### src/rtl/rhc_pkg.sv
`timescale 1ns / 1ps
package rhc_pkg;

  localparam int RGB_W              = 8;
  localparam int HUE_W              = 15;
  localparam int SAT_W              = 13;
  localparam int HUE_FRAC_BITS_DEF  = 6;
  localparam int SAT_FRAC_BITS_DEF  = 12;
  localparam int QUEUE_DEPTH_DEF    = 2;

  // Hexcone sector chosen by the largest channel
  typedef enum logic [1:0] {
    SEC_RED   = 2'd0,
    SEC_GREEN = 2'd1,
    SEC_BLUE  = 2'd2
  } sector_t;

  // Classified pixel, passed from the front end to the divider back end
  typedef struct packed {
    logic               chroma;  // delta is nonzero
    logic [RGB_W-1:0]   val;     // largest channel
    logic [RGB_W-1:0]   delta;   // largest minus smallest
    logic [RGB_W-1:0]   num;     // magnitude of the in-sector difference
    logic               neg;     // in-sector difference is negative
    sector_t            sector;
  } rhc_item_t;

  typedef struct packed {
    logic full;
    logic valid;
  } rhc_q_status_t;

  // One restoring division step: returns {quotient bit, new remainder}
  function automatic logic [RGB_W:0] div_step(input logic [RGB_W-1:0] rem,
                                              input logic             bit_in,
                                              input logic [RGB_W-1:0] dv);
    logic [RGB_W:0] trial;
    logic [RGB_W:0] diff;
    trial = {rem, bit_in};
    diff  = trial - {1'b0, dv};
    if (trial >= {1'b0, dv}) begin
      div_step = {1'b1, diff[RGB_W-1:0]};
    end else begin
      div_step = {1'b0, trial[RGB_W-1:0]};
    end
  endfunction

endpackage

### src/rtl/rhc_front.sv
`timescale 1ns / 1ps
module rhc_front (
  input  logic                       clk,
  input  logic                       rst_n,
  input  logic                       accept,
  input  logic [rhc_pkg::RGB_W-1:0]  in_red,
  input  logic [rhc_pkg::RGB_W-1:0]  in_green,
  input  logic [rhc_pkg::RGB_W-1:0]  in_blue,
  input  rhc_pkg::rhc_q_status_t     q_stat,
  output logic                       busy,
  output logic                       push,
  output rhc_pkg::rhc_item_t         item
);
  import rhc_pkg::*;

  logic              valid_r, valid_nxt;
  rhc_item_t         item_r, item_nxt;
  logic [RGB_W-1:0]  mx, mn, p, q;
  sector_t           sec;

  // Classify: largest, smallest, sector (red wins ties, then green)
  always_comb begin
    mx = (in_red > in_green) ? in_red : in_green;
    mx = (mx > in_blue) ? mx : in_blue;
    mn = (in_red < in_green) ? in_red : in_green;
    mn = (mn < in_blue) ? mn : in_blue;
    if (in_red == mx) begin
      sec = SEC_RED;
      p   = in_green;
      q   = in_blue;
    end else if (in_green == mx) begin
      sec = SEC_GREEN;
      p   = in_blue;
      q   = in_red;
    end else begin
      sec = SEC_BLUE;
      p   = in_red;
      q   = in_green;
    end
    item_nxt.val    = mx;
    item_nxt.delta  = mx - mn;
    item_nxt.chroma = (mx != mn);
    item_nxt.neg    = (p < q);
    item_nxt.num    = (p < q) ? (q - p) : (p - q);
    item_nxt.sector = sec;
  end

  assign push = valid_r & ~q_stat.full;
  assign busy = valid_r & q_stat.full;
  assign item = item_r;

  always_comb begin
    valid_nxt = valid_r;
    if (accept) begin
      valid_nxt = 1'b1;
    end else if (push) begin
      valid_nxt = 1'b0;
    end
  end

  always_ff @(posedge clk) begin
    if (!rst_n) begin
      valid_r <= 1'b0;
    end else begin
      valid_r <= valid_nxt;
    end
  end

  always_ff @(posedge clk) begin
    if (accept) begin
      item_r <= item_nxt;
    end
  end

endmodule

### src/rtl/rhc_queue.sv
`timescale 1ns / 1ps
module rhc_queue #(
  parameter int DEPTH = rhc_pkg::QUEUE_DEPTH_DEF
) (
  input  logic                    clk,
  input  logic                    rst_n,
  input  logic                    push,
  input  rhc_pkg::rhc_item_t      wr_item,
  input  logic                    pop,
  output rhc_pkg::rhc_q_status_t  q_stat,
  output rhc_pkg::rhc_item_t      rd_item
);
  import rhc_pkg::*;

  localparam int AW = (DEPTH > 1) ? $clog2(DEPTH) : 1;
  localparam int CW = $clog2(DEPTH + 1);

  rhc_item_t       mem_r [DEPTH];
  logic [AW-1:0]   wr_ptr_r, wr_ptr_nxt;
  logic [AW-1:0]   rd_ptr_r, rd_ptr_nxt;
  logic [CW-1:0]   count_r, count_nxt;

  assign q_stat.full  = (count_r == CW'(DEPTH));
  assign q_stat.valid = (count_r != '0);
  assign rd_item      = mem_r[rd_ptr_r];

  always_comb begin
    wr_ptr_nxt = wr_ptr_r;
    rd_ptr_nxt = rd_ptr_r;
    count_nxt  = count_r;
    if (push) begin
      wr_ptr_nxt = (wr_ptr_r == AW'(DEPTH - 1)) ? '0 : wr_ptr_r + AW'(1);
    end
    if (pop) begin
      rd_ptr_nxt = (rd_ptr_r == AW'(DEPTH - 1)) ? '0 : rd_ptr_r + AW'(1);
    end
    if (push && !pop) begin
      count_nxt = count_r + CW'(1);
    end else if (pop && !push) begin
      count_nxt = count_r - CW'(1);
    end
  end

  always_ff @(posedge clk) begin
    if (!rst_n) begin
      wr_ptr_r <= '0;
      rd_ptr_r <= '0;
      count_r  <= '0;
    end else begin
      wr_ptr_r <= wr_ptr_nxt;
      rd_ptr_r <= rd_ptr_nxt;
      count_r  <= count_nxt;
    end
  end

  always_ff @(posedge clk) begin
    if (push) begin
      mem_r[wr_ptr_r] <= wr_item;
    end
  end

`ifndef SYNTHESIS
  a_count_bound: assert property (@(posedge clk) disable iff (!rst_n)
    count_r <= CW'(DEPTH))
    else $error("queue count beyond depth");

  a_ptr_match: assert property (@(posedge clk) disable iff (!rst_n)
    (wr_ptr_r == rd_ptr_r) |-> (count_r == '0 || count_r == CW'(DEPTH)))
    else $error("queue pointers disagree with count");

  a_no_overflow: assert property (@(posedge clk) disable iff (!rst_n)
    !(push && !pop && q_stat.full))
    else $error("push into a full queue");
`endif

endmodule

### src/rtl/rhc_back.sv
`timescale 1ns / 1ps
module rhc_back #(
  parameter int HUE_FRAC_BITS = rhc_pkg::HUE_FRAC_BITS_DEF,
  parameter int SAT_FRAC_BITS = rhc_pkg::SAT_FRAC_BITS_DEF
) (
  input  logic                       clk,
  input  logic                       rst_n,
  input  logic                       in_valid,
  input  rhc_pkg::rhc_item_t         in_item,
  output logic                       out_strobe,
  output logic [rhc_pkg::HUE_W-1:0]  out_hue,
  output logic [rhc_pkg::SAT_W-1:0]  out_sat,
  output logic [rhc_pkg::RGB_W-1:0]  out_val
);
  import rhc_pkg::*;

  localparam int QS  = SAT_FRAC_BITS + 1;
  localparam int QH  = HUE_FRAC_BITS + 6;
  localparam int Q   = (QS > QH) ? QS : QH;
  localparam int NW  = RGB_W + Q;
  localparam int HBW = HUE_FRAC_BITS + 10;
  localparam int HCW = (HBW > HUE_W) ? HBW : HUE_W;
  localparam int SCW = (Q > SAT_W) ? Q : SAT_W;

  logic [NW-1:0]    sat_num, hue_prod, hue_num;

  logic             valid_r    [0:Q];
  logic             valid_nxt  [0:Q];
  logic [RGB_W-1:0] sat_rem_r  [0:Q];
  logic [RGB_W-1:0] sat_rem_nxt[0:Q];
  logic [Q-1:0]     sat_low_r  [0:Q];
  logic [Q-1:0]     sat_low_nxt[0:Q];
  logic [RGB_W-1:0] hue_rem_r  [0:Q];
  logic [RGB_W-1:0] hue_rem_nxt[0:Q];
  logic [Q-1:0]     hue_low_r  [0:Q];
  logic [Q-1:0]     hue_low_nxt[0:Q];
  logic [RGB_W-1:0] sdiv_r     [0:Q];
  logic [RGB_W-1:0] sdiv_nxt   [0:Q];
  logic [RGB_W-1:0] hdiv_r     [0:Q];
  logic [RGB_W-1:0] hdiv_nxt   [0:Q];
  logic [RGB_W-1:0] val_r      [0:Q];
  logic [RGB_W-1:0] val_nxt    [0:Q];
  logic             neg_r      [0:Q];
  logic             neg_nxt    [0:Q];
  sector_t          sec_r      [0:Q];
  sector_t          sec_nxt    [0:Q];

  logic             out_strobe_r;
  logic [HUE_W-1:0] out_hue_r, out_hue_nxt;
  logic [SAT_W-1:0] out_sat_r, out_sat_nxt;
  logic [RGB_W-1:0] out_val_r;
  logic [HCW-1:0]   hue_base, hue_full;
  logic [SCW-1:0]   sat_ext;

  // Entry stage: numerators; 60*2^H*num as a difference of two shifts,
  // plus delta-1 for a negative offset so that the divide rounds up
  always_comb begin
    sat_num  = NW'(in_item.delta) << SAT_FRAC_BITS;
    hue_prod = (NW'(in_item.num) << (HUE_FRAC_BITS + 6))
             - (NW'(in_item.num) << (HUE_FRAC_BITS + 2));
    hue_num  = in_item.neg ? (hue_prod + NW'(in_item.delta) - NW'(1)) : hue_prod;
    valid_nxt[0]   = in_valid;
    sat_rem_nxt[0] = sat_num[NW-1:Q];
    sat_low_nxt[0] = sat_num[Q-1:0];
    hue_rem_nxt[0] = hue_num[NW-1:Q];
    hue_low_nxt[0] = hue_num[Q-1:0];
    // a grey or black pixel has zero numerators; keep the divisors nonzero
    sdiv_nxt[0]    = in_item.chroma ? in_item.val : RGB_W'(1);
    hdiv_nxt[0]    = in_item.chroma ? in_item.delta : RGB_W'(1);
    val_nxt[0]     = in_item.val;
    neg_nxt[0]     = in_item.neg;
    sec_nxt[0]     = in_item.sector;
  end

  genvar s;
  generate
    for (s = 1; s <= Q; s++) begin : g_div
      logic [RGB_W:0] sat_step, hue_step;
      assign sat_step = div_step(sat_rem_r[s-1], sat_low_r[s-1][Q-1], sdiv_r[s-1]);
      assign hue_step = div_step(hue_rem_r[s-1], hue_low_r[s-1][Q-1], hdiv_r[s-1]);
      assign valid_nxt[s]   = valid_r[s-1];
      assign sat_rem_nxt[s] = sat_step[RGB_W-1:0];
      assign sat_low_nxt[s] = {sat_low_r[s-1][Q-2:0], sat_step[RGB_W]};
      assign hue_rem_nxt[s] = hue_step[RGB_W-1:0];
      assign hue_low_nxt[s] = {hue_low_r[s-1][Q-2:0], hue_step[RGB_W]};
      assign sdiv_nxt[s]    = sdiv_r[s-1];
      assign hdiv_nxt[s]    = hdiv_r[s-1];
      assign val_nxt[s]     = val_r[s-1];
      assign neg_nxt[s]     = neg_r[s-1];
      assign sec_nxt[s]     = sec_r[s-1];
    end

    for (s = 0; s <= Q; s++) begin : g_stage
      always_ff @(posedge clk) begin
        if (!rst_n) begin
          valid_r[s] <= 1'b0;
        end else begin
          valid_r[s] <= valid_nxt[s];
        end
      end

      always_ff @(posedge clk) begin
        sat_rem_r[s] <= sat_rem_nxt[s];
        sat_low_r[s] <= sat_low_nxt[s];
        hue_rem_r[s] <= hue_rem_nxt[s];
        hue_low_r[s] <= hue_low_nxt[s];
        sdiv_r[s]    <= sdiv_nxt[s];
        hdiv_r[s]    <= hdiv_nxt[s];
        val_r[s]     <= val_nxt[s];
        neg_r[s]     <= neg_nxt[s];
        sec_r[s]     <= sec_nxt[s];
      end
    end
  endgenerate

  // Exit stage: add the sector base, wrap negative offsets by a full circle
  always_comb begin
    case (sec_r[Q])
      SEC_RED:   hue_base = '0;
      SEC_GREEN: hue_base = HCW'(120) << HUE_FRAC_BITS;
      SEC_BLUE:  hue_base = HCW'(240) << HUE_FRAC_BITS;
      default:   hue_base = '0;
    endcase
    if (neg_r[Q]) begin
      hue_full = hue_base + (HCW'(360) << HUE_FRAC_BITS) - HCW'(hue_low_r[Q]);
    end else begin
      hue_full = hue_base + HCW'(hue_low_r[Q]);
    end
    sat_ext     = SCW'(sat_low_r[Q]);
    out_hue_nxt = hue_full[HUE_W-1:0];
    out_sat_nxt = sat_ext[SAT_W-1:0];
  end

  always_ff @(posedge clk) begin
    if (!rst_n) begin
      out_strobe_r <= 1'b0;
    end else begin
      out_strobe_r <= valid_r[Q];
    end
  end

  always_ff @(posedge clk) begin
    out_hue_r <= out_hue_nxt;
    out_sat_r <= out_sat_nxt;
    out_val_r <= val_r[Q];
  end

  assign out_strobe = out_strobe_r;
  assign out_hue    = out_hue_r;
  assign out_sat    = out_sat_r;
  assign out_val    = out_val_r;

endmodule

### src/rtl/rgb_to_hsv_convert.sv
`timescale 1ns / 1ps
// Channel   Ports                                   Handshake
// request   in_red, in_green, in_blue               taken when start high and busy low
// result    out_hue, out_saturation, out_value      valid for the one cycle out_strobe is high
//
// One request is taken every clock while busy is low. A result passes the front
// register, the queue, the divider entry stage, Q divide steps and the output
// register, Q = max(SAT_FRAC_BITS+1, HUE_FRAC_BITS+6), i.e. 13 at default.
// Synchronous active-low reset empties the front register, queue and pipeline.
// The receiver cannot stall and the back end pops the queue every cycle, so
// with QUEUE_DEPTH of two or more the queue never fills and busy stays low.
module rgb_to_hsv_convert #(
  parameter int HUE_FRAC_BITS = rhc_pkg::HUE_FRAC_BITS_DEF,
  parameter int SAT_FRAC_BITS = rhc_pkg::SAT_FRAC_BITS_DEF,
  parameter int QUEUE_DEPTH   = rhc_pkg::QUEUE_DEPTH_DEF
) (
  input  logic                       clk,
  input  logic                       rst_n,
  input  logic                       start,
  output logic                       busy,
  input  logic [rhc_pkg::RGB_W-1:0]  in_red,
  input  logic [rhc_pkg::RGB_W-1:0]  in_green,
  input  logic [rhc_pkg::RGB_W-1:0]  in_blue,
  output logic                       out_strobe,
  output logic [rhc_pkg::HUE_W-1:0]  out_hue,
  output logic [rhc_pkg::SAT_W-1:0]  out_saturation,
  output logic [rhc_pkg::RGB_W-1:0]  out_value
);
  import rhc_pkg::*;

  localparam int QS  = SAT_FRAC_BITS + 1;
  localparam int QH  = HUE_FRAC_BITS + 6;
  localparam int Q   = (QS > QH) ? QS : QH;
  localparam int LAT = Q + 4;

  logic           accept;
  logic           push;
  rhc_item_t      front_item;
  rhc_item_t      head_item;
  rhc_q_status_t  q_stat;

  // Take a request whenever the front register can hand its pixel on
  assign accept = start & ~busy;

  // Front: register and classify the pixel (max, min, sector, sign)
  rhc_front u_front (
    .clk      (clk),
    .rst_n    (rst_n),
    .accept   (accept),
    .in_red   (in_red),
    .in_green (in_green),
    .in_blue  (in_blue),
    .q_stat   (q_stat),
    .busy     (busy),
    .push     (push),
    .item     (front_item)
  );

  // Short queue decoupling classification from the divider pipeline
  rhc_queue #(
    .DEPTH (QUEUE_DEPTH)
  ) u_queue (
    .clk     (clk),
    .rst_n   (rst_n),
    .push    (push),
    .wr_item (front_item),
    .pop     (q_stat.valid),
    .q_stat  (q_stat),
    .rd_item (head_item)
  );

  // Back: pipelined saturation and hue dividers, sector base and wrap
  rhc_back #(
    .HUE_FRAC_BITS (HUE_FRAC_BITS),
    .SAT_FRAC_BITS (SAT_FRAC_BITS)
  ) u_back (
    .clk        (clk),
    .rst_n      (rst_n),
    .in_valid   (q_stat.valid),
    .in_item    (head_item),
    .out_strobe (out_strobe),
    .out_hue    (out_hue),
    .out_sat    (out_saturation),
    .out_val    (out_value)
  );

`ifndef SYNTHESIS
  a_req_to_result: assert property (@(posedge clk) disable iff (!rst_n)
    accept |-> ##LAT out_strobe)
    else $error("request produced no result at the expected cycle");

  a_result_has_req: assert property (@(posedge clk) disable iff (!rst_n)
    out_strobe |-> $past(accept, LAT))
    else $error("result strobe without a matching request");

  a_never_busy: assert property (@(posedge clk) disable iff (!rst_n)
    !busy)
    else $error("busy raised although the back end drains every cycle");
`endif

endmodule
### config.mk
export PLATFORM = sky130hd
export DESIGN_NAME = rgb_to_hsv_convert
export DESIGN_NICKNAME = d
export VERILOG_FILES = /design/src/rtl/rhc_pkg.sv /design/src/rtl/rhc_front.sv /design/src/rtl/rhc_queue.sv /design/src/rtl/rhc_back.sv /design/src/rtl/rgb_to_hsv_convert.sv
export SDC_FILE = /design/constraint.sdc
export NUM_CORES = 1
export LEC_CHECK = 0
export ABC_CLOCK_PERIOD_IN_PS = 12800
export BUFFER_PORTS_ARGS = -buffer_cell sky130_fd_sc_hd__buf_2
export CAP_MARGIN = 20
export CORE_MARGIN = 3
export CORE_UTILIZATION = 35
export DETAILED_ROUTE_END_ITERATION = 7
export GPL_TIMING_DRIVEN = 0
export PLACE_DENSITY = 0.52
export RECOVER_POWER = 25
export SYNTH_ARGS = -nofsm -noshare
export SYNTH_HDL_FRONTEND = slang
export SYNTH_SLANG_ARGS = --single-unit
export TNS_END_PERCENT = 30
### constraint.sdc
create_clock -name clk -period 12.8 [get_ports clk]
set_input_delay 0.64 -clock clk [delete_from_list [all_inputs] [get_ports clk]]
set_output_delay 0.64 -clock clk [all_outputs]
set_load 0.01 [all_outputs]
Yosys cells after proc, flatten, opt, wreduce, memory -nomap -nowiden --
Memories as Yosys holds them, arrays and structs flattened. A register that Yosys moved wholly into a read port is not among the register bits. Index checks and enable logic that the tools add are counted.
Word-level totals: register bits after elaboration 48, bits in writable memories 1036, input port bits 27, output and inout bits 38, word-level logic and storage cells 192, memories kept 11
Memory list:
- u_back.hue_low_r | depth 14, bits a word 13, rd ports 14, clocked after memory_dff 0, write ports 14, line rhc_back.sv:35 | logic [Q-1:0] hue_low_r [0:Q];
- u_back.sat_low_r | depth 14, bits a word 13, rd ports 14, clocked after memory_dff 1, write ports 14, line rhc_back.sv:31 | logic [Q-1:0] sat_low_r [0:Q];
- u_back.hdiv_r | depth 14, bits a word 8, rd ports 13, clocked after memory_dff 0, write ports 14, line rhc_back.sv:39 | logic [RGB_W-1:0] hdiv_r [0:Q];
- u_back.hue_rem_r | depth 14, bits a word 8, rd ports 13, clocked after memory_dff 0, write ports 14, line rhc_back.sv:33 | logic [RGB_W-1:0] hue_rem_r [0:Q];
- u_back.sat_rem_r | depth 14, bits a word 8, rd ports 13, clocked after memory_dff 0, write ports 14, line rhc_back.sv:29 | logic [RGB_W-1:0] sat_rem_r [0:Q];
- u_back.sdiv_r | depth 14, bits a word 8, rd ports 13, clocked after memory_dff 0, write ports 14, line rhc_back.sv:37 | logic [RGB_W-1:0] sdiv_r [0:Q];
- 5 more memories
Cells by class: $add $sub $neg 39, order comparisons 31, equal/unequal tests 6, multiplexer cells 67, bitwise gates (word level) 19, reductions and logical operators 8
Operators by type and width (count):
- $ge A9 B8 Y1 | 26
- $mux W9 | 26
- $sub A8 B8 Y8 | 29
- $mux W8 | 11
- $pmux W14 S2 | 1
- $lt A8 B8 Y1 | 3
- $mux W1 | 24
- $add A21 B8 Y21 | 1
- $mux W21 | 1
- $sub A20 B16 Y21 | 1
- $sub A21 B1 Y21 const B | 1
- $eq A8 B8 Y1 | 2
- $gt A8 B8 Y1 | 2
- $add A14 B13 Y15 | 1
- $add A14 B15 Y15 const B | 1
- $mux W15 | 1
- $sub A15 B13 Y15 | 1
- $or A1 B1 Y1 | 14
- $ne A8 B8 Y1 | 1
- $mux W2 | 3
- $reduce_bool A2 Y1 | 3
- $eq A2 B2 Y1 const B | 2
- $and A1 B1 Y1 | 3
- $logic_not A1 Y1 | 3
- 6 further kinds | 9

Longest topological paths before layout --
depth after elaboration 9, gate-level depth with buffers 37, depth with buffers taken out 30

By module --
A second synthesis with hierarchy kept.
Unflattened totals: cell total of the unflattened synthesis 3106, area, all modules 35953.2 µm²
Modules (own cells, without submodules):
- rhc_back | instances 1, cells each 2557, area each 30087.6 µm²
- rhc_front | instances 1, cells each 439, area each 3606.0 µm²
- rhc_queue | instances 1, cells each 109, area each 2245.9 µm²
- rgb_to_hsv_convert | instances 1, cells each 1, area each 13.8 µm²

Least setup slack after synthesis --
OpenSTA, ideal clock, no wires.
path type input-to-reg, from input in_green[1] (netlist name), to register u_front.item_r, in the netlist u_front.item[8], data pin, arrival time 7.207 ns, slack 5.337 ns, stages on the path 33, buffers on the path 6, cell sequence clkbuf_1 -> inv_1 -> ha_1 -> nor2b_1 -> o211ai_1 -> a21o_1 -> a21oi_2 -> buf_2 -> clkbuf_1 -> o21ai_0 -> ha_1 -> nand4_2 -> a211o_1 -> buf_6 -> and2_4 -> buf_6 -> buf_12 -> a221oi_1 -> nand2_1 -> o211ai_1 -> o21ai_0 -> or2_2 -> fa_1 -> a21o_1 -> a21oi_1 -> o21bai_1 -> a21o_1 -> a31o_2 -> or2_2 -> o22ai_2 -> o21ai_2 -> or4_1 -> and4_1
RTL lines:
- from (decl) | line rgb_to_hsv_convert.sv:22 | input logic [rhc_pkg::RGB_W-1:0] in_green,
- to (signal assigned) | line rhc_front.sv:71 | item_r <= item_nxt;
- to (decl) | line rhc_front.sv:17 | rhc_item_t item_r, item_nxt;

==> results.md <==
- Register area: 0.02054 mm²
- Post-Synth XOR/XNOR Area: 3.521%
- Initial antenna violation count: 0
- WP data arrival: 8.72 ns
- Synthesized area per cell: 10.73 µm²
- First-pass GRT wire length: 100400 µm
- Detailed Routing Iterations Pass 1: 5
- CP Launch Type: input pin
- Clock Skew: 0.02054 ns
- Post-CTS setup buffer count: 0
- Die ar.: 0.1038 mm²
- Ys async rst share: 0%
- Synth Area in Compound Gates: 10.81%
- I/O Buffers: 61
- Share of layout cells above drive strength 1: 7.541%
- Period utilization: 65.07%
- Slowest stage delay, CP: 0.67 ns
- Status: complete, no violations
- Top_reg_cell synth: dfxtp_1
- Vias in the first global route: 20810
- Crit path required time: 13.20 ns
- #FFs+latches synth: 984
- Slowest-stage cell, CP: a222oi_1
- Synth Area in Adders: 11.42%
- Clock tree root driver cell: clkbuf_16
- Drt drc: 0
- Pwr dens: 300.8 mW/mm²
- Final worst path period need: 8.329 ns
- I/O pin total: 65
- Cell Rows: 115
- Setup crit end kind: register
- Total track usage: 11.67%
- Total Wirelength: 59600 µm
- Seq/Total Area, Yosys: 58.69%
- Total clock sinks: 984
- Post-route cell area: 0.04045 mm²
- Cts repair resizes: 0
- Slew headroom: 39.27%
- Core Box Area: 0.09871 mm²
- WS Path Type: in2reg
- Wire length per cell: 12.45 µm
- Initial DRC Count: 935
- Final Hold Vio Count: 0
- Maximum fanout along the worst path: 10
- Placed Instance Area: 0.03697 mm²
- Synth unique cells: 69
- Clk pin slew, worst setup/hold paths: 0.06 ns
- Clock tree buffer depth: 3
- Max IR drop VDD: 0.1139 mV
- Die Y: 322.2 µm
- Final ANT Viol Nets: 0
- Leak: 18.04 nW
- Pin count of the biggest net entering global routing: 30
- Largest family of logic cells by synthesized area: adder cells
- CTS tree: yes
- Starting density of the core: 35.46%
- Synth warn: 0
- H-Tree Level Count: 3
- # diodes: 0
- Grt ovf: 0
- Worst-Skew Late Latency: 0.65 ns
- Mux contribution to synthesized area: 1.426%
- Gate Count Post-Synth: 3261
- Sum of negative setup slack: 0 ns
- Final setup viols: 0
- Multi-input gate area: 0.01253 mm²
- Die width: 322.2 µm
- Post-DP HPWL: 44720 µm
- Synth Area in Simple Gates: 8.601%
- RSZ-0062 raised after global routing: no
- Final Net Count: 3751
- Area Growth Syn to Fin: 15.58%
- Hold buffers post-CTS: 0
- Post-Syn Area: 0.03500 mm²
- Syn Nets: 3590
- EDFF count, synth: 84
- Gpl congestion: 0.8771
- DR vias: 21000
- Num CTS Buffers: 96
- Final Max Tran Viols: 0
- Vias per inst: 4.385
- Fill cells: 9500
- Hold Path Class: in2reg
- Worst Max-Slew Pin Slew: 0.8856 ns
- Maxcap violations: 0
- Max Freq: 120.1 MHz
kinds of logic after synthesis:
logic type	after synthesis
multiplexers	48
buffers and inverters	505
AO/OA/AOI/OAI	621
XOR/XNOR	139
AND/OR/NAND/NOR	662
flip-flops	984
adder cells (fa/ha/maj)	302
layout by cell type, fill, tap and decap left out, types with 29 or more instances in the layout:
cell type / n
a21boi_0: 52
a21o_1: 44
a21oi_1: 125
buf_2: 67
clkbuf_1: 57
clkbuf_16: 98
dfxtp_1: 900
edfxtp_1: 84
fa_1: 29
ha_1: 273
inv_1: 449
mux2i_1: 42
nand2_1: 242
nand4_1: 43
nor2_1: 203
nor2b_1: 40
o21ai_0: 248
o31ai_1: 55
xnor2_1: 65
xor2_1: 73
flip-flops by register name (all words and copies together) (netlist names), named ones only:
name and count:
u_back.hdiv_r 104, u_back.hue_low_r 182, u_back.hue_rem_r 104, u_back.neg_r 14
u_back.out_hue 15, u_back.out_sat 13, u_back.out_strobe 1, u_back.out_val 8
u_back.sat_low_r 92, u_back.sat_rem_r 103, u_back.sdiv_r 104, u_back.sec_r 28
u_back.val_r 112, u_back.valid_r 14, u_front.item 28, u_front.valid_r 1
u_queue.count_r 2, u_queue.mem_r 56, u_queue.rd_ptr_r 1, u_queue.wr_ptr_r 1
cell type report:
class	count	share of cell area (%)
plain buffers	55	0.6155
clock buffers	133	6.889
clock inverters	44	1.723
inverters	450	4.176
multi-input cells	1772	30.98
flip-flops and latches	984	50.78
well taps	1287	3.981
repair buffers	63	0.8599
per-layer routing:
metal / global-route usage [%] / up-vias / share of wire, %
li1: - / 11150 / -
met1: 14.03 / 9412 / 45
met2: 20.33 / 294 / 48
met3: 2.309 / 136 / 4.2
met4: 4.976 / 0 / 3.4
met5: 0 / - / 0
stage by stage:
step | cells | power [W] | setup WS, ns | hold WS (ns) | util [%]
after floorplan | 3261 | 0.008162 | 5.337 | 0.3096 | -
after CTS | 4788 | 0.01238 | 4.559 | 0.1598 | 40.98
after global routing | 4788 | 0.01328 | 3.860 | 0.1924 | 40.98
after detailed placement | 4611 | 0.009301 | 3.856 | 0.3121 | 37.45
final | 4788 | 0.01217 | 4.471 | 0.2232 | 40.98
after global placement | 4609 | 0.009250 | 3.790 | 0.3097 | 37.40
worst max-delay path: cells and delay by family:
family,cells,cell delay (ns)
mux,1,0.24
compound gates,15,3.34
fa+ha+maj,3,1.01
simple gates,7,1.76
buf+inv,7,1.73
path summary, 6_finish.rpt:
check                          start                     end  slack, ns  cells past startpoint
max reg2reg                 register  u_back.hue_rem_r[0][7]       9.40                     11
min                            start         u_front.valid_r       0.22                      2
min reg2reg  u_back.hue_low_r[2][39]  u_back.hue_low_r[3][1]       0.31                      0
max                        in_red[0]         u_front.item[8]       4.47                     33
where the power goes:
group          leakage (nW)  internal (W)  switching (W)
Clock                  1.72       0.00185        0.00115
Sequential             8.35       0.00444       0.000499
Combinational          7.98       0.00181        0.00242
Total                  18.0       0.00810        0.00407
synthesized netlist by cell type, types with 2 or more instances:
cell type,n,area share (%)
a211oi_1,3,0.064
nor2b_1,41,0.73
nand2b_1,14,0.25
a21o_1,44,0.94
a21oi_1,125,1.8
and2_1,21,0.38
o21ai_2,2,0.050
and4_1,3,0.075
inv_1,449,4.8
o211ai_1,4,0.086
xnor2_1,65,1.6
mux2_2,5,0.16
nor3_2,2,0.057
ha_1,273,9.8
o21a_1,8,0.17
a221oi_1,2,0.050
o21ai_1,3,0.043
nand2_1,242,2.6
nand3_1,26,0.37
buf_6,2,0.064
a21boi_0,52,1.1
and3_1,26,0.46
dfxtp_1,900,51
or2_2,5,0.089
clkbuf_1,44,0.47
o21bai_1,26,0.56
o21ai_0,248,3.5
nor3_1,16,0.23
edfxtp_1,84,7.2
nand4_1,43,0.77
fa_1,29,1.7
nor4_1,5,0.089
or3_1,3,0.054
o31ai_1,55,1.2
xor2_1,73,1.8
nor2_1,204,2.2
a311oi_1,25,0.63
o311ai_0,5,0.13
a31oi_1,7,0.13
or4_1,2,0.043
buf_2,6,0.086
mux2i_1,42,1.2
(Power assumes the default switching activity.)
